[config.mk]
export PLATFORM = sky130hd
export DESIGN_NAME = des_key_sched
export DESIGN_NICKNAME = d
export VERILOG_FILES = /design/src/rtl/des_pkg.sv /design/src/rtl/des_key_sched.sv
export SDC_FILE = /design/constraint.sdc
export NUM_CORES = 1
export LEC_CHECK = 0
export ABC_AREA = 1
export BUFFER_PORTS_ARGS = -buffer_cell sky130_fd_sc_hd__buf_2
export CAP_MARGIN = 25
export CORE_AREA = 3 3 324 326
export DETAILED_ROUTE_END_ITERATION = 8
export DIE_AREA = 0 0 327 329
export GPL_TIMING_DRIVEN = 0
export PLACE_DENSITY = 0.36
export SETUP_SLACK_MARGIN = 0.3
export SLEW_MARGIN = 20
export SYNTH_ARGS = -nofsm -noshare
export SYNTH_HDL_FRONTEND = slang
export SYNTH_SLANG_ARGS = --single-unit
[constraint.sdc]
create_clock -name aclk -period 1.1 [get_ports aclk]
set_input_delay 0.11 -clock aclk [delete_from_list [all_inputs] [get_ports aclk]]
set_output_delay 0.11 -clock aclk [all_outputs]
set_load 0.05 [all_outputs]
[src/rtl/des_pkg.sv]
// DES tables, stage types and bit permutation functions
`timescale 1ns / 1ps

package des_pkg;

    localparam int NUM_ROUNDS = 16;

    typedef struct packed {
        logic        decrypt;
        logic [31:0] left;
        logic [31:0] right;
    } des_blk_t;

    localparam logic [6:0] IP_TAB [64] = '{
        7'd58, 7'd50, 7'd42, 7'd34, 7'd26, 7'd18, 7'd10, 7'd2,
        7'd60, 7'd52, 7'd44, 7'd36, 7'd28, 7'd20, 7'd12, 7'd4,
        7'd62, 7'd54, 7'd46, 7'd38, 7'd30, 7'd22, 7'd14, 7'd6,
        7'd64, 7'd56, 7'd48, 7'd40, 7'd32, 7'd24, 7'd16, 7'd8,
        7'd57, 7'd49, 7'd41, 7'd33, 7'd25, 7'd17, 7'd9,  7'd1,
        7'd59, 7'd51, 7'd43, 7'd35, 7'd27, 7'd19, 7'd11, 7'd3,
        7'd61, 7'd53, 7'd45, 7'd37, 7'd29, 7'd21, 7'd13, 7'd5,
        7'd63, 7'd55, 7'd47, 7'd39, 7'd31, 7'd23, 7'd15, 7'd7
    };

    localparam logic [6:0] FP_TAB [64] = '{
        7'd40, 7'd8, 7'd48, 7'd16, 7'd56, 7'd24, 7'd64, 7'd32,
        7'd39, 7'd7, 7'd47, 7'd15, 7'd55, 7'd23, 7'd63, 7'd31,
        7'd38, 7'd6, 7'd46, 7'd14, 7'd54, 7'd22, 7'd62, 7'd30,
        7'd37, 7'd5, 7'd45, 7'd13, 7'd53, 7'd21, 7'd61, 7'd29,
        7'd36, 7'd4, 7'd44, 7'd12, 7'd52, 7'd20, 7'd60, 7'd28,
        7'd35, 7'd3, 7'd43, 7'd11, 7'd51, 7'd19, 7'd59, 7'd27,
        7'd34, 7'd2, 7'd42, 7'd10, 7'd50, 7'd18, 7'd58, 7'd26,
        7'd33, 7'd1, 7'd41, 7'd9,  7'd49, 7'd17, 7'd57, 7'd25
    };

    localparam logic [5:0] E_TAB [48] = '{
        6'd32, 6'd1,  6'd2,  6'd3,  6'd4,  6'd5,  6'd4,  6'd5,
        6'd6,  6'd7,  6'd8,  6'd9,  6'd8,  6'd9,  6'd10, 6'd11,
        6'd12, 6'd13, 6'd12, 6'd13, 6'd14, 6'd15, 6'd16, 6'd17,
        6'd16, 6'd17, 6'd18, 6'd19, 6'd20, 6'd21, 6'd20, 6'd21,
        6'd22, 6'd23, 6'd24, 6'd25, 6'd24, 6'd25, 6'd26, 6'd27,
        6'd28, 6'd29, 6'd28, 6'd29, 6'd30, 6'd31, 6'd32, 6'd1
    };

    localparam logic [5:0] P_TAB [32] = '{
        6'd16, 6'd7,  6'd20, 6'd21, 6'd29, 6'd12, 6'd28, 6'd17,
        6'd1,  6'd15, 6'd23, 6'd26, 6'd5,  6'd18, 6'd31, 6'd10,
        6'd2,  6'd8,  6'd24, 6'd14, 6'd32, 6'd27, 6'd3,  6'd9,
        6'd19, 6'd13, 6'd30, 6'd6,  6'd22, 6'd11, 6'd4,  6'd25
    };

    localparam logic [6:0] PC1_TAB [56] = '{
        7'd57, 7'd49, 7'd41, 7'd33, 7'd25, 7'd17, 7'd9,  7'd1,
        7'd58, 7'd50, 7'd42, 7'd34, 7'd26, 7'd18, 7'd10, 7'd2,
        7'd59, 7'd51, 7'd43, 7'd35, 7'd27, 7'd19, 7'd11, 7'd3,
        7'd60, 7'd52, 7'd44, 7'd36, 7'd63, 7'd55, 7'd47, 7'd39,
        7'd31, 7'd23, 7'd15, 7'd7,  7'd62, 7'd54, 7'd46, 7'd38,
        7'd30, 7'd22, 7'd14, 7'd6,  7'd61, 7'd53, 7'd45, 7'd37,
        7'd29, 7'd21, 7'd13, 7'd5,  7'd28, 7'd20, 7'd12, 7'd4
    };

    localparam logic [6:0] PC2_TAB [48] = '{
        7'd14, 7'd17, 7'd11, 7'd24, 7'd1,  7'd5,  7'd3,  7'd28,
        7'd15, 7'd6,  7'd21, 7'd10, 7'd23, 7'd19, 7'd12, 7'd4,
        7'd26, 7'd8,  7'd16, 7'd7,  7'd27, 7'd20, 7'd13, 7'd2,
        7'd41, 7'd52, 7'd31, 7'd37, 7'd47, 7'd55, 7'd30, 7'd40,
        7'd51, 7'd45, 7'd33, 7'd48, 7'd44, 7'd49, 7'd39, 7'd56,
        7'd34, 7'd53, 7'd46, 7'd42, 7'd50, 7'd36, 7'd29, 7'd32
    };

    localparam logic [1:0] ROT_TAB [16] = '{
        2'd1, 2'd1, 2'd2, 2'd2, 2'd2, 2'd2, 2'd2, 2'd2,
        2'd1, 2'd2, 2'd2, 2'd2, 2'd2, 2'd2, 2'd2, 2'd1
    };

    localparam logic [3:0] SBOX [8][64] = '{
        '{4'd14, 4'd4, 4'd13, 4'd1, 4'd2, 4'd15, 4'd11, 4'd8,
          4'd3, 4'd10, 4'd6, 4'd12, 4'd5, 4'd9, 4'd0, 4'd7,
          4'd0, 4'd15, 4'd7, 4'd4, 4'd14, 4'd2, 4'd13, 4'd1,
          4'd10, 4'd6, 4'd12, 4'd11, 4'd9, 4'd5, 4'd3, 4'd8,
          4'd4, 4'd1, 4'd14, 4'd8, 4'd13, 4'd6, 4'd2, 4'd11,
          4'd15, 4'd12, 4'd9, 4'd7, 4'd3, 4'd10, 4'd5, 4'd0,
          4'd15, 4'd12, 4'd8, 4'd2, 4'd4, 4'd9, 4'd1, 4'd7,
          4'd5, 4'd11, 4'd3, 4'd14, 4'd10, 4'd0, 4'd6, 4'd13},
        '{4'd15, 4'd1, 4'd8, 4'd14, 4'd6, 4'd11, 4'd3, 4'd4,
          4'd9, 4'd7, 4'd2, 4'd13, 4'd12, 4'd0, 4'd5, 4'd10,
          4'd3, 4'd13, 4'd4, 4'd7, 4'd15, 4'd2, 4'd8, 4'd14,
          4'd12, 4'd0, 4'd1, 4'd10, 4'd6, 4'd9, 4'd11, 4'd5,
          4'd0, 4'd14, 4'd7, 4'd11, 4'd10, 4'd4, 4'd13, 4'd1,
          4'd5, 4'd8, 4'd12, 4'd6, 4'd9, 4'd3, 4'd2, 4'd15,
          4'd13, 4'd8, 4'd10, 4'd1, 4'd3, 4'd15, 4'd4, 4'd2,
          4'd11, 4'd6, 4'd7, 4'd12, 4'd0, 4'd5, 4'd14, 4'd9},
        '{4'd10, 4'd0, 4'd9, 4'd14, 4'd6, 4'd3, 4'd15, 4'd5,
          4'd1, 4'd13, 4'd12, 4'd7, 4'd11, 4'd4, 4'd2, 4'd8,
          4'd13, 4'd7, 4'd0, 4'd9, 4'd3, 4'd4, 4'd6, 4'd10,
          4'd2, 4'd8, 4'd5, 4'd14, 4'd12, 4'd11, 4'd15, 4'd1,
          4'd13, 4'd6, 4'd4, 4'd9, 4'd8, 4'd15, 4'd3, 4'd0,
          4'd11, 4'd1, 4'd2, 4'd12, 4'd5, 4'd10, 4'd14, 4'd7,
          4'd1, 4'd10, 4'd13, 4'd0, 4'd6, 4'd9, 4'd8, 4'd7,
          4'd4, 4'd15, 4'd14, 4'd3, 4'd11, 4'd5, 4'd2, 4'd12},
        '{4'd7, 4'd13, 4'd14, 4'd3, 4'd0, 4'd6, 4'd9, 4'd10,
          4'd1, 4'd2, 4'd8, 4'd5, 4'd11, 4'd12, 4'd4, 4'd15,
          4'd13, 4'd8, 4'd11, 4'd5, 4'd6, 4'd15, 4'd0, 4'd3,
          4'd4, 4'd7, 4'd2, 4'd12, 4'd1, 4'd10, 4'd14, 4'd9,
          4'd10, 4'd6, 4'd9, 4'd0, 4'd12, 4'd11, 4'd7, 4'd13,
          4'd15, 4'd1, 4'd3, 4'd14, 4'd5, 4'd2, 4'd8, 4'd4,
          4'd3, 4'd15, 4'd0, 4'd6, 4'd10, 4'd1, 4'd13, 4'd8,
          4'd9, 4'd4, 4'd5, 4'd11, 4'd12, 4'd7, 4'd2, 4'd14},
        '{4'd2, 4'd12, 4'd4, 4'd1, 4'd7, 4'd10, 4'd11, 4'd6,
          4'd8, 4'd5, 4'd3, 4'd15, 4'd13, 4'd0, 4'd14, 4'd9,
          4'd14, 4'd11, 4'd2, 4'd12, 4'd4, 4'd7, 4'd13, 4'd1,
          4'd5, 4'd0, 4'd15, 4'd10, 4'd3, 4'd9, 4'd8, 4'd6,
          4'd4, 4'd2, 4'd1, 4'd11, 4'd10, 4'd13, 4'd7, 4'd8,
          4'd15, 4'd9, 4'd12, 4'd5, 4'd6, 4'd3, 4'd0, 4'd14,
          4'd11, 4'd8, 4'd12, 4'd7, 4'd1, 4'd14, 4'd2, 4'd13,
          4'd6, 4'd15, 4'd0, 4'd9, 4'd10, 4'd4, 4'd5, 4'd3},
        '{4'd12, 4'd1, 4'd10, 4'd15, 4'd9, 4'd2, 4'd6, 4'd8,
          4'd0, 4'd13, 4'd3, 4'd4, 4'd14, 4'd7, 4'd5, 4'd11,
          4'd10, 4'd15, 4'd4, 4'd2, 4'd7, 4'd12, 4'd9, 4'd5,
          4'd6, 4'd1, 4'd13, 4'd14, 4'd0, 4'd11, 4'd3, 4'd8,
          4'd9, 4'd14, 4'd15, 4'd5, 4'd2, 4'd8, 4'd12, 4'd3,
          4'd7, 4'd0, 4'd4, 4'd10, 4'd1, 4'd13, 4'd11, 4'd6,
          4'd4, 4'd3, 4'd2, 4'd12, 4'd9, 4'd5, 4'd15, 4'd10,
          4'd11, 4'd14, 4'd1, 4'd7, 4'd6, 4'd0, 4'd8, 4'd13},
        '{4'd4, 4'd11, 4'd2, 4'd14, 4'd15, 4'd0, 4'd8, 4'd13,
          4'd3, 4'd12, 4'd9, 4'd7, 4'd5, 4'd10, 4'd6, 4'd1,
          4'd13, 4'd0, 4'd11, 4'd7, 4'd4, 4'd9, 4'd1, 4'd10,
          4'd14, 4'd3, 4'd5, 4'd12, 4'd2, 4'd15, 4'd8, 4'd6,
          4'd1, 4'd4, 4'd11, 4'd13, 4'd12, 4'd3, 4'd7, 4'd14,
          4'd10, 4'd15, 4'd6, 4'd8, 4'd0, 4'd5, 4'd9, 4'd2,
          4'd6, 4'd11, 4'd13, 4'd8, 4'd1, 4'd4, 4'd10, 4'd7,
          4'd9, 4'd5, 4'd0, 4'd15, 4'd14, 4'd2, 4'd3, 4'd12},
        '{4'd13, 4'd2, 4'd8, 4'd4, 4'd6, 4'd15, 4'd11, 4'd1,
          4'd10, 4'd9, 4'd3, 4'd14, 4'd5, 4'd0, 4'd12, 4'd7,
          4'd1, 4'd15, 4'd13, 4'd8, 4'd10, 4'd3, 4'd7, 4'd4,
          4'd12, 4'd5, 4'd6, 4'd11, 4'd0, 4'd14, 4'd9, 4'd2,
          4'd7, 4'd11, 4'd4, 4'd1, 4'd9, 4'd12, 4'd14, 4'd2,
          4'd0, 4'd6, 4'd10, 4'd13, 4'd15, 4'd3, 4'd5, 4'd8,
          4'd2, 4'd1, 4'd14, 4'd7, 4'd4, 4'd10, 4'd8, 4'd13,
          4'd15, 4'd12, 4'd9, 4'd0, 4'd3, 4'd5, 4'd6, 4'd11}
    };

    // Total left rotation of the key halves up to and including round idx
    function automatic int rot_total(input int idx);
        int sum;
        sum = 0;
        for (int k = 0; k <= idx; k++) begin
            sum = sum + int'(ROT_TAB[k % 16]);
        end
        return sum;
    endfunction

    function automatic logic [63:0] ip_perm(input logic [63:0] x);
        logic [63:0] y;
        for (int i = 0; i < 64; i++) begin
            y[63 - i] = x[6'(7'd64 - IP_TAB[i])];
        end
        return y;
    endfunction

    function automatic logic [63:0] fp_perm(input logic [63:0] x);
        logic [63:0] y;
        for (int i = 0; i < 64; i++) begin
            y[63 - i] = x[6'(7'd64 - FP_TAB[i])];
        end
        return y;
    endfunction

    function automatic logic [47:0] e_expand(input logic [31:0] x);
        logic [47:0] y;
        for (int i = 0; i < 48; i++) begin
            y[47 - i] = x[5'(6'd32 - E_TAB[i])];
        end
        return y;
    endfunction

    function automatic logic [31:0] p_perm(input logic [31:0] x);
        logic [31:0] y;
        for (int i = 0; i < 32; i++) begin
            y[31 - i] = x[5'(6'd32 - P_TAB[i])];
        end
        return y;
    endfunction

    function automatic logic [55:0] pc1_perm(input logic [63:0] x);
        logic [55:0] y;
        for (int i = 0; i < 56; i++) begin
            y[55 - i] = x[6'(7'd64 - PC1_TAB[i])];
        end
        return y;
    endfunction

    function automatic logic [47:0] pc2_perm(input logic [55:0] x);
        logic [47:0] y;
        for (int i = 0; i < 48; i++) begin
            y[47 - i] = x[6'(7'd56 - PC2_TAB[i])];
        end
        return y;
    endfunction

    // Round function: expand, mix in the round key, substitute, permute
    function automatic logic [31:0] feistel(input logic [31:0] r, input logic [47:0] k);
        logic [47:0] e;
        logic [5:0]  six;
        logic [31:0] s;
        e = e_expand(r) ^ k;
        s = '0;
        for (int i = 0; i < 8; i++) begin
            six = e[47 - 6 * i -: 6];
            s[31 - 4 * i -: 4] = SBOX[i][{six[5], six[0], six[4:1]}];
        end
        return p_perm(s);
    endfunction

endpackage

[src/rtl/des_key_sched.sv]
// DES key register and round key schedule
`timescale 1ns / 1ps

module des_key_sched
    import des_pkg::*;
#(
    parameter int ROUND_COUNT = NUM_ROUNDS
) (
    input  logic        aclk,
    input  logic        aresetn,
    input  logic        cfg_valid,
    output logic        cfg_ready,
    input  logic [63:0] cfg_cipher_key,
    output logic [47:0] round_keys [ROUND_COUNT]
);

    logic [63:0] key_reg;
    logic [63:0] key_next;
    logic [55:0] cd_init;

    assign cfg_ready = 1'b1;
    assign key_next  = cfg_valid ? cfg_cipher_key : key_reg;

    always_ff @(posedge aclk) begin
        if (!aresetn) begin
            key_reg <= '0;
        end else begin
            key_reg <= key_next;
        end
    end

    assign cd_init = pc1_perm(key_reg);

    // Each round key is a fixed rewiring of the key: rotate both halves by
    // the accumulated shift, then select through PC-2
    for (genvar i = 0; i < ROUND_COUNT; i++) begin : g_round
        localparam int SH = rot_total(i) % 28;
        logic [27:0] c_rot;
        logic [27:0] d_rot;
        assign c_rot = (cd_init[55:28] << SH) | (cd_init[55:28] >> (28 - SH));
        assign d_rot = (cd_init[27:0] << SH) | (cd_init[27:0] >> (28 - SH));
        assign round_keys[i] = pc2_perm({c_rot, d_rot});
    end

endmodule

---- Yosys cells after proc, flatten, opt, wreduce, memory -nomap -nowiden ----
Cells that the tools add are included.
storage, ports and cells
  bits in registers ....................... 64
  output and inout bits ................... 769
operators by class
  bitwise logic cells ..................... 30
operator list
  kind             number
  $or A28 B1 Y28   2
  $or A28 B10 Y28  2
  $or A28 B12 Y28  2
  $or A28 B14 Y28  2
  $or A28 B15 Y28  2
  $or A28 B17 Y28  2
  $or A28 B19 Y28  2
  $or A28 B2 Y28   2
  $or A28 B21 Y28  2
  $or A28 B23 Y28  2
  $or A28 B25 Y28  2
  $or A28 B27 Y28  2
  $or A28 B4 Y28   2
  $or A28 B6 Y28   2
  $or A28 B8 Y28   2

---- Longest topological paths before layout ----
  word-level depth ........................ 1
  mapped depth ............................ 5
  depth with buffers taken out ............ 4

---- Worst setup path before layout ----
No wires, ideal clock.
  path type ............................... reg-to-output
  from .................................... reg key_reg[17]
  to ...................................... out round_keys[103] (netlist name)
  arrival time ............................ 1158 ps
  data required time ...................... 990 ps
  setup slack ............................. -168 ps
  stages on the path, launching flop included .. 2
  buffers on the path ..................... 1
  path through ............................ dfxtp_1 > buf_4
RTL lines
  item                      line                 RTL
  start: declaration        des_key_sched.sv:17  logic [63:0] key_reg;
  start signal: assignment  des_key_sched.sv:28  key_reg <= key_next;
  end: declaration          des_key_sched.sv:14  output logic [47:0] round_keys [ROUND_COUNT]

==> out/summary.log <==
qor: worst_setup_path.crit_required 0.99 ns
qor: worst_setup_path.worstSetupStartpoint key_reg[63]
qor: clock_tree.tritoncts_num_sinks 56
qor: global_route.pin_count_of_the_biggest_net_entering_global_routing 17
qor: power_and_ir_drop.worst_case_vdd_ir_drop 0.523 mV
qor: final_layout.final_net_count 2119
qor: floorplan.floorplan.initialDensity 7.47%
qor: clock_tree.cts_buffers 5
qor: placement.gp_congestion 0.679
qor: floorplan.rows 117
qor: worst_setup_path.setup.worst_path.start_class flip-flop
qor: global_route.number_of_antenna_violations_at_the_first_check_in_global_routing 4
qor: floorplan.die_outline_width 327 um
qor: timing.finalSetupViolations 759
qor: synth.ys_seq_elements 56
qor: floorplan.dieHeight 329 um
qor: global_route.grt.busiest_layer met2
qor: worst_setup_path.r2r_start key_reg[21]
qor: route.detailroute.via_count 9249
qor: clock_tree.cts_max_path_buffers 2
qor: clock_tree.cts_hold_repair.buffers 0
qor: hold_path.hold-path-endpoint key_reg[62]
qor: timing.fraction_of_the_cycle_the_final_worst_path_needs 116%
qor: hold_path.hold_depth 5
qor: placement.pre_cts_setup_slack -0.206 ns
qor: worst_setup_path.worst_ep_arrival_time 1.17 ns
qor: status.violated_checks setup timing
qor: synth.synth_cell_type_count 8
qor: hold_path.path_category_of_the_worst_min_delay_check in -> reg
qor: power_and_ir_drop.p_int 12.7 mW
qor: power_and_ir_drop.combinationalPowerShare 82.9%
qor: route.routed_wl_per_cell 16.4 um
qor: final_layout.final_core_utilization 26.7%
qor: route.detail_route.drc_violations 0
qor: global_route.grt_overflow_total 0
qor: floorplan.die_area 0.108 mm2
qor: power_and_ir_drop.power_frac_clock 7.4%
qor: worst_setup_path.reg2reg_to key_reg[21]
qor: final_layout.flip_flop_count_of_the_largest_register_after_layout 56
qor: placement.place.detailed.hpwl 33.0 mm
qor: final_layout.layout.cells.non_filler 3423
qor: run.cap_violations 0
qor: synth.syn_avg_cell_area 7.13 um2
qor: timing.timing_hold_violations_final 0
qor: power_and_ir_drop.switching_share 48.4%
qor: global_route.globalRouteTotalUtil 9.59%
qor: final_layout.filler_cell_count 10.3k
qor: timing.period_needed 1.28 ns
qor: final_layout.postLayoutCellArea 0.0273 mm2
qor: worst_setup_path.path_class reg -> out
qor: clock_tree.clock_network_latency_to_the_later_pin_of_the_worst_skew_pair 0.32 ns
qor: synth.synth_top_area_share 70.3%
qor: power_and_ir_drop.design_power 24.6 mW
qor: timing.final.setup_skew 0 ns
qor: synth.yosysSeqAreaShare 14.7%
qor: power_and_ir_drop.total_switching_power 11.9 mW
qor: worst_setup_path.critical_path_peak_fanout 5
qor: clock_tree.tritoncts done
qor: synth.netlist_top_cells_area buf_4, dfxtp_1, nand2_1, nor2_1, inv_1
qor: route.post_drt_via_cell_ratio 2.70
qor: power_and_ir_drop.p_leak 13.0 nW
qor: synth.syn-cell-area 0.00762 mm2
qor: synth.postSynthCellCount 1068
qor: worst_setup_path.timing.reg2reg.setup_slack 0.11 ns
qor: hold_path.hold_start cfg_cipher_key[62]
qor: timing.report.final.slew_viol_count 0
qor: timing.finalWorstSetupSlack -0.179 ns
qor: clock_tree.cts.clk_slew.worst_paths 0.09 ns
qor: synth.synthDominantAreaCellType buf_4
qor: final_layout.layout-area-overhead-vs-synth 258%
qor: route.detailedRoute.firstIterationViolations 122
qor: global_route.grt.met1_usage 11.3%
qor: clock_tree.cts-htree-levels 2
qor: route.drt-total-wl 56.2 mm
qor: synth.mappedNetlistNets 1135
qor: global_route.grt_use_met3 2.58%
qor: placement.portbufs 824
qor: timing.unrepaired_setup_endpoints_after_global_routing true
qor: power_and_ir_drop.p_per_area 904 mW/mm2
qor: route.firstDrtPassIters 4
qor: global_route.met2_usage 17.7%
qor: timing.fmax 782 MHz
qor: worst_setup_path.r2r_cells 5
qor: global_route.grt_first_pass_wirelength 75.2 mm
qor: floorplan.design.core.area 0.102 mm2
qor: floorplan.io_pins 836
qor: route.route.antenna.remaining_nets 0
qor: power_and_ir_drop.sequentialPowerShare 9.7%
qor: clock_tree.cts.root.buffer_cell clkbuf_16
qor: global_route.grt_pass1_vias 10.3k
qor: status.run_status finished with violations
qor: synth.synth-warning-count 0
qor: placement.post-place-cells 3260
qor: final_layout.drive_gt1_share 87.3%
qor: worst_setup_path.critical_path_endpoint_category primary output
qor: placement.place_area 0.0139 mm2
final cells by class:
type	count	area [um2]	share of cell area, %
clock inverters	3	13.8	0.0505
flip-flops and latches	56	1330	4.88
diodes	2	5.00	0.0183
plain buffers	731	8040	29.5
repair buffers	977	14900	54.7
inverters	56	210	0.771
multi-input cells	225	937	3.44
clock buffers	5	125	0.459
well taps	1368	1710	6.27
cells by family (layout without fill, tap and decap cells):
logic type,Yosys count,after routing,synth area share (%)
other cells,1,3,0.0492
simple gates,224,224,11.0
buf+inv,787,1772,74.2
flops,56,56,14.7
metal layers:
metal  routed length [um]  up-vias  share of wire, %
li1                     -     4412                 -
met1                21900     4332                39
met2                29700      464                53
met3                 3710       39               6.6
met4                  959        2               1.7
met5                    7        -             0.012
timing repair:
item | CTS | global route
buffers inserted | 138 | 9
pin swaps | 10 | 8
gates cloned | 1 | 5
gates resized for setup | 2940 | 267
setup endpoints to repair | 807 | 797
metrics by stage:
stage | hold WS (ns) | setup TNS, ns
floorplan | 0.289 | 0
global placement | 0.402 | -6.98
detailed placement | 0.400 | -6.33
CTS | 0.0152 | -117.45
global route | 0.0504 | -125.30
finish | 0.0595 | -83.12
critical path, stage by stage, from the launching register on:
cell	delay [ns]
dfxtp_4	0.42
clkbuf_16	0.18
buf_6	0.10
buf_8	0.13
layout by cell type (no fill, tap or decap):
cell type / instances
buf_2: 68
buf_12: 178
conb_1: 1
clkinv_2: 2
clkbuf_1: 1
clkbuf_4: 2
nor2_2: 16
buf_8: 703
clkbuf_16: 10
buf_4: 35
buf_6: 715
inv_1: 56
diode_2: 2
buf_16: 1
nor2_4: 7
nand2_1: 112
dfxtp_4: 56
clkinv_1: 1
nor2_1: 89
worst max-delay path by stage:
stage	to	slack, ns	depth (start not counted)
3_5_place_dp	key_reg[1]	-0.21	4
6_report	round_keys[169]	-0.18	3
4_1_cts	round_keys[762]	-0.24	3
5_1_grt	round_keys[334]	-0.25	3
2_1_floorplan	round_keys[103]	0.26	1
3_3_place_gp	key_reg[1]	-0.23	4
cells in the mapped netlist:
cell type / number
buf_4: 714
buf_2: 16
nand2_1: 112
clkbuf_1: 1
conb_1: 1
inv_1: 56
dfxtp_1: 56
nor2_1: 112
power groups by stage:
stage	combinational [mW]	sequential, mW	clock (mW)
after floorplan	9.30	3.12	0
after global placement	11.9	3.09	0
after detailed placement	11.8	3.10	0
after CTS	19.7	2.37	2.08
after global routing	21.1	2.42	2.08
final	20.4	2.39	1.82
No activity file was read; power rests on OpenSTA's default activity.
