File: src/rtl/des_pkg.sv
// DES tables, stage types and bit permutation functions
`timescale 1ns / 1ps

package des_pkg;

    localparam int NUM_ROUNDS = 16;

    typedef struct packed {
        logic        decrypt;
        logic [31:0] left;
        logic [31:0] right;
    } des_blk_t;

    localparam logic [6:0] IP_TAB [64] = '{
        7'd58, 7'd50, 7'd42, 7'd34, 7'd26, 7'd18, 7'd10, 7'd2,
        7'd60, 7'd52, 7'd44, 7'd36, 7'd28, 7'd20, 7'd12, 7'd4,
        7'd62, 7'd54, 7'd46, 7'd38, 7'd30, 7'd22, 7'd14, 7'd6,
        7'd64, 7'd56, 7'd48, 7'd40, 7'd32, 7'd24, 7'd16, 7'd8,
        7'd57, 7'd49, 7'd41, 7'd33, 7'd25, 7'd17, 7'd9,  7'd1,
        7'd59, 7'd51, 7'd43, 7'd35, 7'd27, 7'd19, 7'd11, 7'd3,
        7'd61, 7'd53, 7'd45, 7'd37, 7'd29, 7'd21, 7'd13, 7'd5,
        7'd63, 7'd55, 7'd47, 7'd39, 7'd31, 7'd23, 7'd15, 7'd7
    };

    localparam logic [6:0] FP_TAB [64] = '{
        7'd40, 7'd8, 7'd48, 7'd16, 7'd56, 7'd24, 7'd64, 7'd32,
        7'd39, 7'd7, 7'd47, 7'd15, 7'd55, 7'd23, 7'd63, 7'd31,
        7'd38, 7'd6, 7'd46, 7'd14, 7'd54, 7'd22, 7'd62, 7'd30,
        7'd37, 7'd5, 7'd45, 7'd13, 7'd53, 7'd21, 7'd61, 7'd29,
        7'd36, 7'd4, 7'd44, 7'd12, 7'd52, 7'd20, 7'd60, 7'd28,
        7'd35, 7'd3, 7'd43, 7'd11, 7'd51, 7'd19, 7'd59, 7'd27,
        7'd34, 7'd2, 7'd42, 7'd10, 7'd50, 7'd18, 7'd58, 7'd26,
        7'd33, 7'd1, 7'd41, 7'd9,  7'd49, 7'd17, 7'd57, 7'd25
    };

    localparam logic [5:0] E_TAB [48] = '{
        6'd32, 6'd1,  6'd2,  6'd3,  6'd4,  6'd5,  6'd4,  6'd5,
        6'd6,  6'd7,  6'd8,  6'd9,  6'd8,  6'd9,  6'd10, 6'd11,
        6'd12, 6'd13, 6'd12, 6'd13, 6'd14, 6'd15, 6'd16, 6'd17,
        6'd16, 6'd17, 6'd18, 6'd19, 6'd20, 6'd21, 6'd20, 6'd21,
        6'd22, 6'd23, 6'd24, 6'd25, 6'd24, 6'd25, 6'd26, 6'd27,
        6'd28, 6'd29, 6'd28, 6'd29, 6'd30, 6'd31, 6'd32, 6'd1
    };

    localparam logic [5:0] P_TAB [32] = '{
        6'd16, 6'd7,  6'd20, 6'd21, 6'd29, 6'd12, 6'd28, 6'd17,
        6'd1,  6'd15, 6'd23, 6'd26, 6'd5,  6'd18, 6'd31, 6'd10,
        6'd2,  6'd8,  6'd24, 6'd14, 6'd32, 6'd27, 6'd3,  6'd9,
        6'd19, 6'd13, 6'd30, 6'd6,  6'd22, 6'd11, 6'd4,  6'd25
    };

    localparam logic [6:0] PC1_TAB [56] = '{
        7'd57, 7'd49, 7'd41, 7'd33, 7'd25, 7'd17, 7'd9,  7'd1,
        7'd58, 7'd50, 7'd42, 7'd34, 7'd26, 7'd18, 7'd10, 7'd2,
        7'd59, 7'd51, 7'd43, 7'd35, 7'd27, 7'd19, 7'd11, 7'd3,
        7'd60, 7'd52, 7'd44, 7'd36, 7'd63, 7'd55, 7'd47, 7'd39,
        7'd31, 7'd23, 7'd15, 7'd7,  7'd62, 7'd54, 7'd46, 7'd38,
        7'd30, 7'd22, 7'd14, 7'd6,  7'd61, 7'd53, 7'd45, 7'd37,
        7'd29, 7'd21, 7'd13, 7'd5,  7'd28, 7'd20, 7'd12, 7'd4
    };

    localparam logic [6:0] PC2_TAB [48] = '{
        7'd14, 7'd17, 7'd11, 7'd24, 7'd1,  7'd5,  7'd3,  7'd28,
        7'd15, 7'd6,  7'd21, 7'd10, 7'd23, 7'd19, 7'd12, 7'd4,
        7'd26, 7'd8,  7'd16, 7'd7,  7'd27, 7'd20, 7'd13, 7'd2,
        7'd41, 7'd52, 7'd31, 7'd37, 7'd47, 7'd55, 7'd30, 7'd40,
        7'd51, 7'd45, 7'd33, 7'd48, 7'd44, 7'd49, 7'd39, 7'd56,
        7'd34, 7'd53, 7'd46, 7'd42, 7'd50, 7'd36, 7'd29, 7'd32
    };

    localparam logic [1:0] ROT_TAB [16] = '{
        2'd1, 2'd1, 2'd2, 2'd2, 2'd2, 2'd2, 2'd2, 2'd2,
        2'd1, 2'd2, 2'd2, 2'd2, 2'd2, 2'd2, 2'd2, 2'd1
    };

    localparam logic [3:0] SBOX [8][64] = '{
        '{4'd14, 4'd4, 4'd13, 4'd1, 4'd2, 4'd15, 4'd11, 4'd8,
          4'd3, 4'd10, 4'd6, 4'd12, 4'd5, 4'd9, 4'd0, 4'd7,
          4'd0, 4'd15, 4'd7, 4'd4, 4'd14, 4'd2, 4'd13, 4'd1,
          4'd10, 4'd6, 4'd12, 4'd11, 4'd9, 4'd5, 4'd3, 4'd8,
          4'd4, 4'd1, 4'd14, 4'd8, 4'd13, 4'd6, 4'd2, 4'd11,
          4'd15, 4'd12, 4'd9, 4'd7, 4'd3, 4'd10, 4'd5, 4'd0,
          4'd15, 4'd12, 4'd8, 4'd2, 4'd4, 4'd9, 4'd1, 4'd7,
          4'd5, 4'd11, 4'd3, 4'd14, 4'd10, 4'd0, 4'd6, 4'd13},
        '{4'd15, 4'd1, 4'd8, 4'd14, 4'd6, 4'd11, 4'd3, 4'd4,
          4'd9, 4'd7, 4'd2, 4'd13, 4'd12, 4'd0, 4'd5, 4'd10,
          4'd3, 4'd13, 4'd4, 4'd7, 4'd15, 4'd2, 4'd8, 4'd14,
          4'd12, 4'd0, 4'd1, 4'd10, 4'd6, 4'd9, 4'd11, 4'd5,
          4'd0, 4'd14, 4'd7, 4'd11, 4'd10, 4'd4, 4'd13, 4'd1,
          4'd5, 4'd8, 4'd12, 4'd6, 4'd9, 4'd3, 4'd2, 4'd15,
          4'd13, 4'd8, 4'd10, 4'd1, 4'd3, 4'd15, 4'd4, 4'd2,
          4'd11, 4'd6, 4'd7, 4'd12, 4'd0, 4'd5, 4'd14, 4'd9},
        '{4'd10, 4'd0, 4'd9, 4'd14, 4'd6, 4'd3, 4'd15, 4'd5,
          4'd1, 4'd13, 4'd12, 4'd7, 4'd11, 4'd4, 4'd2, 4'd8,
          4'd13, 4'd7, 4'd0, 4'd9, 4'd3, 4'd4, 4'd6, 4'd10,
          4'd2, 4'd8, 4'd5, 4'd14, 4'd12, 4'd11, 4'd15, 4'd1,
          4'd13, 4'd6, 4'd4, 4'd9, 4'd8, 4'd15, 4'd3, 4'd0,
          4'd11, 4'd1, 4'd2, 4'd12, 4'd5, 4'd10, 4'd14, 4'd7,
          4'd1, 4'd10, 4'd13, 4'd0, 4'd6, 4'd9, 4'd8, 4'd7,
          4'd4, 4'd15, 4'd14, 4'd3, 4'd11, 4'd5, 4'd2, 4'd12},
        '{4'd7, 4'd13, 4'd14, 4'd3, 4'd0, 4'd6, 4'd9, 4'd10,
          4'd1, 4'd2, 4'd8, 4'd5, 4'd11, 4'd12, 4'd4, 4'd15,
          4'd13, 4'd8, 4'd11, 4'd5, 4'd6, 4'd15, 4'd0, 4'd3,
          4'd4, 4'd7, 4'd2, 4'd12, 4'd1, 4'd10, 4'd14, 4'd9,
          4'd10, 4'd6, 4'd9, 4'd0, 4'd12, 4'd11, 4'd7, 4'd13,
          4'd15, 4'd1, 4'd3, 4'd14, 4'd5, 4'd2, 4'd8, 4'd4,
          4'd3, 4'd15, 4'd0, 4'd6, 4'd10, 4'd1, 4'd13, 4'd8,
          4'd9, 4'd4, 4'd5, 4'd11, 4'd12, 4'd7, 4'd2, 4'd14},
        '{4'd2, 4'd12, 4'd4, 4'd1, 4'd7, 4'd10, 4'd11, 4'd6,
          4'd8, 4'd5, 4'd3, 4'd15, 4'd13, 4'd0, 4'd14, 4'd9,
          4'd14, 4'd11, 4'd2, 4'd12, 4'd4, 4'd7, 4'd13, 4'd1,
          4'd5, 4'd0, 4'd15, 4'd10, 4'd3, 4'd9, 4'd8, 4'd6,
          4'd4, 4'd2, 4'd1, 4'd11, 4'd10, 4'd13, 4'd7, 4'd8,
          4'd15, 4'd9, 4'd12, 4'd5, 4'd6, 4'd3, 4'd0, 4'd14,
          4'd11, 4'd8, 4'd12, 4'd7, 4'd1, 4'd14, 4'd2, 4'd13,
          4'd6, 4'd15, 4'd0, 4'd9, 4'd10, 4'd4, 4'd5, 4'd3},
        '{4'd12, 4'd1, 4'd10, 4'd15, 4'd9, 4'd2, 4'd6, 4'd8,
          4'd0, 4'd13, 4'd3, 4'd4, 4'd14, 4'd7, 4'd5, 4'd11,
          4'd10, 4'd15, 4'd4, 4'd2, 4'd7, 4'd12, 4'd9, 4'd5,
          4'd6, 4'd1, 4'd13, 4'd14, 4'd0, 4'd11, 4'd3, 4'd8,
          4'd9, 4'd14, 4'd15, 4'd5, 4'd2, 4'd8, 4'd12, 4'd3,
          4'd7, 4'd0, 4'd4, 4'd10, 4'd1, 4'd13, 4'd11, 4'd6,
          4'd4, 4'd3, 4'd2, 4'd12, 4'd9, 4'd5, 4'd15, 4'd10,
          4'd11, 4'd14, 4'd1, 4'd7, 4'd6, 4'd0, 4'd8, 4'd13},
        '{4'd4, 4'd11, 4'd2, 4'd14, 4'd15, 4'd0, 4'd8, 4'd13,
          4'd3, 4'd12, 4'd9, 4'd7, 4'd5, 4'd10, 4'd6, 4'd1,
          4'd13, 4'd0, 4'd11, 4'd7, 4'd4, 4'd9, 4'd1, 4'd10,
          4'd14, 4'd3, 4'd5, 4'd12, 4'd2, 4'd15, 4'd8, 4'd6,
          4'd1, 4'd4, 4'd11, 4'd13, 4'd12, 4'd3, 4'd7, 4'd14,
          4'd10, 4'd15, 4'd6, 4'd8, 4'd0, 4'd5, 4'd9, 4'd2,
          4'd6, 4'd11, 4'd13, 4'd8, 4'd1, 4'd4, 4'd10, 4'd7,
          4'd9, 4'd5, 4'd0, 4'd15, 4'd14, 4'd2, 4'd3, 4'd12},
        '{4'd13, 4'd2, 4'd8, 4'd4, 4'd6, 4'd15, 4'd11, 4'd1,
          4'd10, 4'd9, 4'd3, 4'd14, 4'd5, 4'd0, 4'd12, 4'd7,
          4'd1, 4'd15, 4'd13, 4'd8, 4'd10, 4'd3, 4'd7, 4'd4,
          4'd12, 4'd5, 4'd6, 4'd11, 4'd0, 4'd14, 4'd9, 4'd2,
          4'd7, 4'd11, 4'd4, 4'd1, 4'd9, 4'd12, 4'd14, 4'd2,
          4'd0, 4'd6, 4'd10, 4'd13, 4'd15, 4'd3, 4'd5, 4'd8,
          4'd2, 4'd1, 4'd14, 4'd7, 4'd4, 4'd10, 4'd8, 4'd13,
          4'd15, 4'd12, 4'd9, 4'd0, 4'd3, 4'd5, 4'd6, 4'd11}
    };

    // Total left rotation of the key halves up to and including round idx
    function automatic int rot_total(input int idx);
        int sum;
        sum = 0;
        for (int k = 0; k <= idx; k++) begin
            sum = sum + int'(ROT_TAB[k % 16]);
        end
        return sum;
    endfunction

    function automatic logic [63:0] ip_perm(input logic [63:0] x);
        logic [63:0] y;
        for (int i = 0; i < 64; i++) begin
            y[63 - i] = x[6'(7'd64 - IP_TAB[i])];
        end
        return y;
    endfunction

    function automatic logic [63:0] fp_perm(input logic [63:0] x);
        logic [63:0] y;
        for (int i = 0; i < 64; i++) begin
            y[63 - i] = x[6'(7'd64 - FP_TAB[i])];
        end
        return y;
    endfunction

    function automatic logic [47:0] e_expand(input logic [31:0] x);
        logic [47:0] y;
        for (int i = 0; i < 48; i++) begin
            y[47 - i] = x[5'(6'd32 - E_TAB[i])];
        end
        return y;
    endfunction

    function automatic logic [31:0] p_perm(input logic [31:0] x);
        logic [31:0] y;
        for (int i = 0; i < 32; i++) begin
            y[31 - i] = x[5'(6'd32 - P_TAB[i])];
        end
        return y;
    endfunction

    function automatic logic [55:0] pc1_perm(input logic [63:0] x);
        logic [55:0] y;
        for (int i = 0; i < 56; i++) begin
            y[55 - i] = x[6'(7'd64 - PC1_TAB[i])];
        end
        return y;
    endfunction

    function automatic logic [47:0] pc2_perm(input logic [55:0] x);
        logic [47:0] y;
        for (int i = 0; i < 48; i++) begin
            y[47 - i] = x[6'(7'd56 - PC2_TAB[i])];
        end
        return y;
    endfunction

    // Round function: expand, mix in the round key, substitute, permute
    function automatic logic [31:0] feistel(input logic [31:0] r, input logic [47:0] k);
        logic [47:0] e;
        logic [5:0]  six;
        logic [31:0] s;
        e = e_expand(r) ^ k;
        s = '0;
        for (int i = 0; i < 8; i++) begin
            six = e[47 - 6 * i -: 6];
            s[31 - 4 * i -: 4] = SBOX[i][{six[5], six[0], six[4:1]}];
        end
        return p_perm(s);
    endfunction

endpackage

File: src/rtl/des_round_cell.sv
// One Feistel round stage with its own valid bit and local flow control
`timescale 1ns / 1ps

module des_round_cell
    import des_pkg::*;
(
    input  logic        aclk,
    input  logic        aresetn,
    input  logic        up_valid,
    output logic        up_ready,
    input  des_blk_t    up_blk,
    input  logic [47:0] key_enc,
    input  logic [47:0] key_dec,
    output logic        dn_valid,
    input  logic        dn_ready,
    output des_blk_t    dn_blk
);

    logic        valid_reg;
    logic        valid_next;
    des_blk_t    blk_reg;
    des_blk_t    blk_next;
    logic        advance;
    logic [47:0] key_sel;

    // Take a new request when empty or when the held one moves on
    assign advance    = !valid_reg || dn_ready;
    assign up_ready   = advance;
    assign valid_next = advance ? up_valid : valid_reg;
    assign key_sel    = up_blk.decrypt ? key_dec : key_enc;

    always_comb begin
        blk_next = blk_reg;
        if (advance && up_valid) begin
            blk_next.decrypt = up_blk.decrypt;
            blk_next.left    = up_blk.right;
            blk_next.right   = up_blk.left ^ feistel(up_blk.right, key_sel);
        end
    end

    always_ff @(posedge aclk) begin
        if (!aresetn) begin
            valid_reg <= 1'b0;
        end else begin
            valid_reg <= valid_next;
        end
    end

    always_ff @(posedge aclk) begin
        blk_reg <= blk_next;
    end

    assign dn_valid = valid_reg;
    assign dn_blk   = blk_reg;

endmodule

File: config.mk
export PLATFORM = sky130hd
export DESIGN_NAME = des_round_cell
export DESIGN_NICKNAME = d
export VERILOG_FILES = /design/src/rtl/des_pkg.sv /design/src/rtl/des_round_cell.sv
export SDC_FILE = /design/constraint.sdc
export NUM_CORES = 1
export LEC_CHECK = 0
export BUFFER_PORTS_ARGS = -buffer_cell sky130_fd_sc_hd__buf_2
export CAP_MARGIN = 20
export CORE_ASPECT_RATIO = 1.25
export CORE_MARGIN = 2
export CORE_UTILIZATION = 54
export DETAILED_ROUTE_END_ITERATION = 8
export PLACE_DENSITY = 0.92
export SKIP_LAST_GASP = 1
export SYNTH_ARGS = -nofsm -noshare
export SYNTH_HDL_FRONTEND = slang
export SYNTH_SLANG_ARGS = --single-unit
export TNS_END_PERCENT = 100
File: constraint.sdc
create_clock -name aclk -period 3.7 [get_ports aclk]
set_input_delay 0.185 -clock aclk [delete_from_list [all_inputs] [get_ports aclk]]
set_output_delay 0.185 -clock aclk [all_outputs]
set_load 0.01 [all_outputs]
======== Yosys cells after proc, flatten, opt, wreduce, memory -nomap -nowiden ========
Memory sizes are Yosys's and may differ from the RTL's.
Index checks and enable logic that the tools add are counted.
storage, ports and cells
  register bits after elaboration ......... 66
  bits in read-only memories .............. 2,048
  input bits .............................. 165
  output and inout bits ................... 67
  logic and storage cells ................. 50
  memories kept ........................... 8
cells by class
  $lt $le $gt $ge ......................... 8
  multiplexer cells ....................... 17
  bitwise operators ....................... 10
  reduce and logical (&&, ||, !) cells .... 3
memory list
  memory            words  bits a word  rd ports  clocked after Yosys merged registers in  write ports  RTL line        text
  (name not given)  64     4            1         0                                        0            des_pkg.sv:210  s[31 - 4 * i -: 4] = SBOX[i][{six[5], six[0], six[4:1]}];
  (name not given)  64     4            1         0                                        0            des_pkg.sv:210
  (name not given)  64     4            1         0                                        0            des_pkg.sv:210
  (name not given)  64     4            1         0                                        0            des_pkg.sv:210
  (name not given)  64     4            1         0                                        0            des_pkg.sv:210
  (name not given)  64     4            1         0                                        0            des_pkg.sv:210
  2 more memories   -      -            -         -                                        -            -
operator list
  cell                                         number
  2-to-1 mux 4 bit                             16
  >= comparator 7 bit (second input constant)  8
  inverter 6 -> 7 bit                          8
  2-to-1 mux 48 bit                            1
  bitwise XOR 48 bit                           1
  bitwise XOR 32 bit                           1
  logical AND 1 bit                            1
  zero test 1 bit                              1
  logical OR 1 bit                             1

======== Longest topological paths before layout ========
Gate-level depths: netlist of run 1.
  depth in word-level cells ............... 7
  gate-level depth with buffers ........... 14

======== Least setup slack after synthesis of run 1 ========
No wires, ideal clock.
  path type ............................... input port to flip-flop
  start ................................... in up_blk[64] in the netlist's numbering
  end ..................................... reg blk_reg (netlist bit dn_blk[6]), data pin
  library setup time ...................... 262 ps
  arrival ................................. 2,821 ps
  required time ........................... 3,438 ps
  path slack .............................. 618 ps
  stages .................................. 12
  buffers on the path ..................... 3
  cell sequence ........................... buf_6 buf_12 buf_6 mux2i_1 xnor2_1 inv_1 ha_1 nand2b_1 a21boi_0 mux4_2 a211oi_1 xnor2_1
between the ends
  longest elaborated chain between the ends .. 7
ends and longest elaborated chain
  item                                                  RTL line              text
  from (decl)                                           des_round_cell.sv:11  input des_blk_t up_blk,
  2-to-1 mux 48 bit                                     des_round_cell.sv:30  assign key_sel = up_blk.decrypt ? key_dec : key_enc;
  bitwise XOR 48 bit                                    des_pkg.sv:206        e = e_expand(r) ^ k;
  inverter 6 -> 7 bit (not written as such)             des_pkg.sv:210
  memory read (64 x 4 bit)                              -
  2-to-1 mux 4 bit (not written as such) (2 in series)  des_pkg.sv:210
  bitwise XOR 32 bit                                    des_round_cell.sv:37  blk_next.right = up_blk.left ^ feistel(up_blk.right, key_sel);
  to (signal assigned)                                  des_round_cell.sv:50  blk_reg <= blk_next;
  to (decl)                                             des_round_cell.sv:21  des_blk_t blk_reg;
No other way between the ends. The select of a mux whose other input is x is not followed.
A chain may end at the register's enable or synchronous reset.

======== Final worst setup path of run 1 ========
  start ................................... in up_blk[64] in the netlist's numbering
  end ..................................... reg blk_reg (netlist bit dn_blk[20]), data pin
The elaborated chain is that of the path after synthesis.

==> flow_metrics.tcl, run 1 <==
set metrics [dict create \
    status "completed" \
    portBuffers 231 \
    vias_in_the_first_global_route 7380 \
    number_of_antenna_violations_at_the_first_check_in_global_routing 1 \
    routed_wire_length_per_instance_um 17.32 \
    timing_max_transition_violations_final 0 \
    worstSkewPairLatency_ns 0.34 \
    post_route_cell_area_um2 9917 \
    tritoncts.num_buffers 9 \
    grt_setup_unrepaired "no" \
    irDropWorstVdd_mv 0.2200 \
    hpwlAfterDp_um 16520 \
    critPathLaunchType "input port" \
    cellLeakagePower_nw 4.313 \
    period_share_pct 81.83 \
    total_negative_setup_slack_ns 0 \
    synth-warning-count 0 \
    cts_hold_buffers 0 \
    vias 7793 \
    postCtsSetupBuffers 0 \
    main_combinational_cell_family_by_area_after_synthesis "compound AO/OA/AOI/OAI gates" \
    worstPathArrival_ns 3.12 \
    synth_xor_area_share_pct 14.98 \
    synth.net_count 1098 \
    layout.cells.most_common "buf_2" \
    regToRegSetupSlack_ns 2.08 \
    tightest_slew_ns 1.104 \
    cts.sinks 66 \
    route.final.wire_length_um 22270 \
    drc 0 \
    holdCritPathClass "in2reg" \
    worstPathRequired_ns 3.79 \
    crit-reg2reg-capture "dn_blk[22]" \
    critical_path.reg2reg.startpoint "dn_valid" \
    die_height_um 141.7 \
    synth_compound_area_share_pct 17.78 \
    area_growth_syn_to_layout_pct 21.06 \
    post_cts_resized 0 \
    dieWidth_um 114.2 \
    fmax_mhz 330.3 \
    synth_simple_gate_area_share_pct 11.61 \
    count_of_standard_cell_rows 50 \
    grt_pass1_wl_um 34730 \
    dpl-instance-area_um2 9564 \
    worst_setup_path_startpoint "up_blk[64]" \
    die_area_um2 16180 \
    drtPass1Iterations 6 \
    ant_nets 0 \
    post_synth_num_cell_types 65 \
    syn-instance-count 871 \
    fraction_of_final_layout_cells_sized_beyond_drive_strength_1_pct 29.65 \
    slew_headroom_pct 25.84 \
    clock_pin_transition_on_the_worst_setup_and_hold_timing_paths_ns 0.06 \
    highest_count_cells_in_the_layout_ignoring_fill_and_taps "buf_2, mux2i_1, xnor2_1, edfxtp_1" \
    finalHoldWorstSlack_ns 0.04384 \
    drt_iter0_markers 436 \
    finalCriticalPeriod_ns 3.028 \
    yosys_register_bits 66 \
    maxCapViolCount 0 \
    clock_tree.root_cell "clkbuf_16" \
    worstHoldPathCells 1 \
    critPathKind "in2reg" \
    grt-ovfl-total 0 \
    muxShareOfSynthArea_pct 17.15 \
    gp_congestion 0.9625 \
    r2r_cells 2 \
    grt_start_max_net_pins 66 \
    critical_path_fanout_max 34 \
    start_util_pct 55.02 \
    route.detailed.vias_per_inst 6.060 \
    cp-end-kind "register" \
    synth_enable_flop_cells 65 \
    synthArstFlopShare_pct 0 \
    ys.flop_type "edfxtp_1" \
    ys_seq_area_share_pct 24.07 \
    final_hold_violations 0 \
    layout.nets 1325 \
    tritoncts "built" \
    synth_adder_area_share_pct 9.470 \
    io_pins 232 \
    dp.cells 1267 \
    finalSetupViolCount 0 \
    htree_num_levels 3 \
    layout.cells.non_filler 1286 \
    finalClockSkew_ns 0.006013 \
    finalPower_mw 4.088 \
    syn-cell-area_um2 8192 \
    min_from "up_blk[21]" \
    postSynthAreaPerCell_um2 9.405 \
    worstHoldEndpoint "dn_blk[53]" \
    gr-usage-all-layers_pct 26.35 \
    maximum_clock_insertion_buffer_count 2 \
    core-area_um2 14890 \
    power-per-cell-area_nw_per_um2 412.3 \
]
metal layers:
layer	up-vias	track usage [%]	share of wire, %
li1	3695	-	-
met1	3643	30.92	38
met2	391	46.71	53
met3	62	3.973	6.5
met4	2	12.71	3.0
met5	-	0	0.040
synthesized netlist by cell type, drive strengths merged, types with 8 or more instances:
| cell type | count | area share, % |
|---|---|---|
| a2111oi | 9 | 1.0 |
| a211oi | 23 | 2.1 |
| a21oi | 30 | 1.8 |
| a221oi | 8 | 1.0 |
| a311oi | 9 | 0.96 |
| a31oi | 20 | 1.5 |
| and2 | 8 | 0.61 |
| buf | 24 | 2.1 |
| clkbuf | 24 | 1.1 |
| edfxtp | 65 | 24 |
| ha | 62 | 9.5 |
| inv | 37 | 1.7 |
| mux2i | 96 | 12 |
| mux4 | 14 | 3.8 |
| nand2 | 56 | 2.6 |
| nand2b | 9 | 0.69 |
| nand3 | 27 | 1.6 |
| nor2 | 62 | 2.8 |
| nor3 | 25 | 1.5 |
| o211ai | 18 | 1.6 |
| o21ai | 36 | 2.2 |
| o31ai | 8 | 0.73 |
| xnor2 | 85 | 9.6 |
| xor2 | 41 | 5.3 |
state kept, by name, indices dropped and copies added (netlist names):
register  flops
dn_blk       65
dn_valid      1
critical path, stage by stage:
cell and delay, ns:
buf_4 0.17, buf_12 0.28, mux2i_1 0.14, xnor2_1 0.59, inv_1 0.31, ha_1 0.33, nor2_1 0.16, mux2i_1 0.10
a2111oi_0 0.49, a31oi_1 0.10, o31ai_1 0.13, xnor2_1 0.09
cells by family after synthesis:
group                    after synthesis
AO/OA/AOI/OAI                        207
XOR/XNOR                             126
adder cells (fa/ha/maj)               62
buffers and inverters                 86
flip-flops                            66
multiplexers                         116
AND/OR/NAND/NOR                      208
worst max path at each step:
stage	endpoint	slack, ns	cells past startpoint
finish	dn_blk[20]	0.67	12
detailed placement	dn_blk[20]	0.41	12
global route	dn_blk[20]	0.45	12
floorplan	dn_blk[6]	0.62	12
CTS	dn_blk[20]	0.75	12
global placement	dn_blk[20]	0.57	12
per-stage QoR:
step / setup slack (ns) / util, %
floorplan: 0.6177 / -
global placement: 0.5687 / 64.24
detailed placement: 0.4077 / 64.24
CTS: 0.7471 / 66.49
global route: 0.4492 / 66.59
finish: 0.6723 / 66.61
report_power, final:
part           total [mW]  internal [mW]  switching (mW)
clock               0.999          0.658           0.341
sequential          0.992          0.969          0.0236
combinational        2.10          0.905            1.19
total                4.09           2.53            1.56
layout make-up:
class | count | area (um2)
well taps | 182 | 227.7
clock inverters | 5 | 102.6
diodes | 1 | 2.502
flip-flops and latches | 66 | 1972
inverters | 38 | 142.6
clock buffers | 11 | 232.7
fillers | 1188 | 4972
multi-input cells | 719 | 5818
repair buffers | 264 | 1419
Power figures use the tool's default switching activity.
==> run 2, diff against run 1 <==
--- a/config.mk
+++ b/config.mk
@@ -5,11 +5,12 @@
 export SDC_FILE = /design/constraint.sdc
 export NUM_CORES = 1
 export LEC_CHECK = 0
+export ABC_AREA = 1
 export BUFFER_PORTS_ARGS = -buffer_cell sky130_fd_sc_hd__buf_2
 export CAP_MARGIN = 20
 export CORE_ASPECT_RATIO = 1.25
 export CORE_MARGIN = 2
-export CORE_UTILIZATION = 54
+export CORE_UTILIZATION = 55
 export DETAILED_ROUTE_END_ITERATION = 8
 export PLACE_DENSITY = 0.92
 export SKIP_LAST_GASP = 1
==> constraint.sdc (replaced) <==
create_clock -name aclk -period 3 [get_ports aclk]
set_input_delay 0.15 -clock aclk [delete_from_list [all_inputs] [get_ports aclk]]
set_output_delay 0.15 -clock aclk [all_outputs]
set_load 0.01 [all_outputs]
==> run 2 against run 1 <==
Compared with the run above: largest power group unchanged; final area is 6.9% higher; combinational power is 2% lower; core utilization is 1.2 points lower; hold slack worse by 0.039 ns; register-to-register slack worse by 0.70 ns; critical endpoint is now dn_blk[7]; global-route usage is 4.3 points higher.
==> flow_metrics.tcl, run 2 <==
set metrics [dict create \
    grt_pass1_wl_um 44750 \
    cellLeakagePower_nw 6.162 \
    grt_start_max_net_pins 76 \
    ys_top_cells_by_count "nand2_1, nand3_1, inv_1" \
    post_synth_main_area_contributors "nand2_1, nand3_1, edfxtp_1" \
    tritoncts "built" \
    critical_path_fanout_max 29 \
    vias_in_the_first_global_route 9977 \
    finalPower_mw 4.229 \
    core-area_um2 16200 \
    timing_max_transition_violations_final 0 \
    synthArstFlopShare_pct 0 \
    synth_compound_area_share_pct 1.373 \
    die_height_um 147.9 \
    highest_count_cells_in_the_layout_ignoring_fill_and_taps "nand2_1, nand3_1, buf_2, inv_1, edfxtp_1" \
    postCtsSetupBuffers 0 \
    final_core_density_pct 65.43 \
    synth.net_count 1797 \
    muxShareOfSynthArea_pct 0 \
    synth_xor_area_share_pct 2.239 \
    cp-end-kind "register" \
    htree_num_levels 3 \
    vias 10830 \
    worstPathRequired_ns 3.10 \
    total_negative_setup_slack_ns 0 \
    irDropWorstVdd_mv 0.2219 \
    share_comb_of_total_power_pct 48.5 \
    area_growth_syn_to_layout_pct 16.36 \
    tritoncts.num_buffers 9 \
    drt_iter0_markers 1098 \
    route.final.wire_length_um 27420 \
    clock_tree.root_cell "clkbuf_16" \
    dieWidth_um 119.1 \
    fillerInstances 1523 \
    yosys_register_bits 66 \
    power_switching_mw 1.804 \
    clock_pin_transition_on_the_worst_setup_and_hold_timing_paths_ns 0.06 \
    num_antenna_cells 0 \
    tightest_slew_ns 0.9298 \
    synth_enable_flop_cells 65 \
    grt.met2_usage_pct 55.66 \
    number_of_antenna_violations_at_the_first_check_in_global_routing 0 \
    synth_most_common_cell "nand2_1" \
    slew_headroom_pct 38.02 \
    main_combinational_cell_family_by_area_after_synthesis "simple AND/OR/NAND/NOR gates" \
    status "completed" \
    fmax_mhz 439.8 \
    layout.nets 2005 \
    finalSetupViolCount 0 \
    synth_simple_gate_area_share_pct 55.43 \
    final_hold_violations 0 \
    globalRouteMet1Util_pct 35.33 \
    dp.cells 1983 \
    netSwitchingFraction_pct 42.67 \
    finalClockSkew_ns 0.009443 \
    globalRouteMet3Util_pct 4.630 \
    worstSkewPairLatency_ns 0.35 \
    layout.cells.non_filler 1999 \
    portBuffers 231 \
    largest_register_ff_count 65 \
    dpl-instance-area_um2 10330 \
    gr-usage-all-layers_pct 30.64 \
    share_clk_of_total_power_pct 24.0 \
    post_synth_num_cell_types 22 \
    period_share_pct 75.78 \
    power-per-cell-area_nw_per_um2 398.9 \
    ys_seq_area_share_pct 21.65 \
    grt_setup_unrepaired "no" \
    maximum_clock_insertion_buffer_count 2 \
    critPathKind "in2reg" \
    finalHoldWorstSlack_ns 0.005079 \
    synth-warning-count 0 \
    drtPass1Iterations 6 \
    routed_wire_length_per_instance_um 13.71 \
    synth_adder_area_share_pct 8.515 \
    syn-instance-count 1570 \
    power.sequential.fraction_pct 27.5 \
    die_area_um2 17620 \
    postSynthAreaPerCell_um2 5.803 \
    holdCritPathClass "in2reg" \
    finalCriticalPeriod_ns 2.274 \
    syn-cell-area_um2 9110 \
    post_synthesis_cell_type_with_the_largest_combined_area "nand2_1" \
    count_of_standard_cell_rows 52 \
    power_report.internal_total_mw 2.424 \
    post_cts_resized 0 \
    ant_nets 0 \
    maxCapViolCount 0 \
    layout.cells.most_common "nand2_1" \
    post_route_cell_area_um2 10600 \
    cts_hold_buffers 0 \
    start_util_pct 56.23 \
    hpwlAfterDp_um 21350 \
    route.detailed.vias_per_inst 5.419 \
    grt-ovfl-total 0 \
    worstPathArrival_ns 2.38 \
    final.setup.worst_slack_ns 0.7265 \
    drc 0 \
    synth_top_area_share_pct 29.58 \
    fraction_of_final_layout_cells_sized_beyond_drive_strength_1_pct 16.26 \
    pre_cts_slack_ns 0.4413 \
    gp_congestion 0.9810 \
    grt_most_used_layer "met2" \
    cts.sinks 66 \
    critPathLaunchType "input port" \
    io_pins 232 \
    ys.flop_type "edfxtp_1" \
]
[run 2: changes by cell type in the layout (fill, tap and decap cells not counted), moves of 17 or more]
cell,delta
nand2_1,+662
nand3_1,+396
inv_1,+140
mux2i_1,-89
xnor2_1,-79
nor2_1,-54
xor2_1,-31
buf_4,-28
a21oi_1,-27
nor3_1,-25
o21ai_0,-24
a211oi_1,-23
a31oi_1,-20
o211ai_1,-17
[run 2: routing by layer]
metal	up-vias	wire length (um)	part of all wire, %
li1	5473	-	-
met3	87	1723	6.3
met5	-	0	0
met4	0	981	3.6
met2	460	14010	51
met1	4813	10700	39
[run 2: kinds of logic after synthesis]
family | count (synthesis)
AND/OR/NAND/NOR | 1180
buffers and inverters | 225
flip-flops | 66
adder cells (fa/ha/maj) | 62
AO/OA/AOI/OAI | 24
XOR/XNOR | 13
[run 2: path summary, 6_finish.rpt]
kind / startpoint / to / cells past startpoint / slack [ns]
max: up_blk[64] / dn_blk[7] / 15 / 0.73
min: up_blk[27] / dn_blk[59] / 1 / 0.005
max reg2reg: dn_valid / dn_blk[39] / 2 / 1.38
min reg2reg: dn_valid / dn_valid / 2 / 0.55
[run 2: critical path, cell delays in order]
cell	delay, ns
buf_2	0.13
inv_2	0.28
buf_12	0.24
nand2_1	0.10
nand3_1	0.07
nand2_1	0.21
ha_1	0.38
inv_1	0.10
nand2_1	0.15
nand3_1	0.20
nand3_1	0.10
nand2_1	0.08
nand2_1	0.06
nand3_1	0.07
nand2_1	0.05
[run 2: cell type report]
type / count / area [um2] / area share [%]
clock buffers: 13 / 250.2 / 2.361
clock inverters: 3 / 17.52 / 0.1652
inverters: 184 / 690.7 / 6.516
multi-input cells: 1279 / 6166 / 58.17
flip-flops and latches: 66 / 1972 / 18.60
well taps: 216 / 270.3 / 2.550
repair buffers: 238 / 1234 / 11.64
[run 2: power groups by stage]
stage / logic (mW) / clock network (mW) / registers (mW)
3_3_place_gp: 1.99 / 0 / 1.18
3_5_place_dp: 2.02 / 0 / 1.18
4_1_cts: 2.03 / 1.02 / 1.16
2_1_floorplan: 1.43 / 0 / 1.24
6_report: 2.05 / 1.01 / 1.16
5_1_grt: 2.33 / 1.05 / 1.17
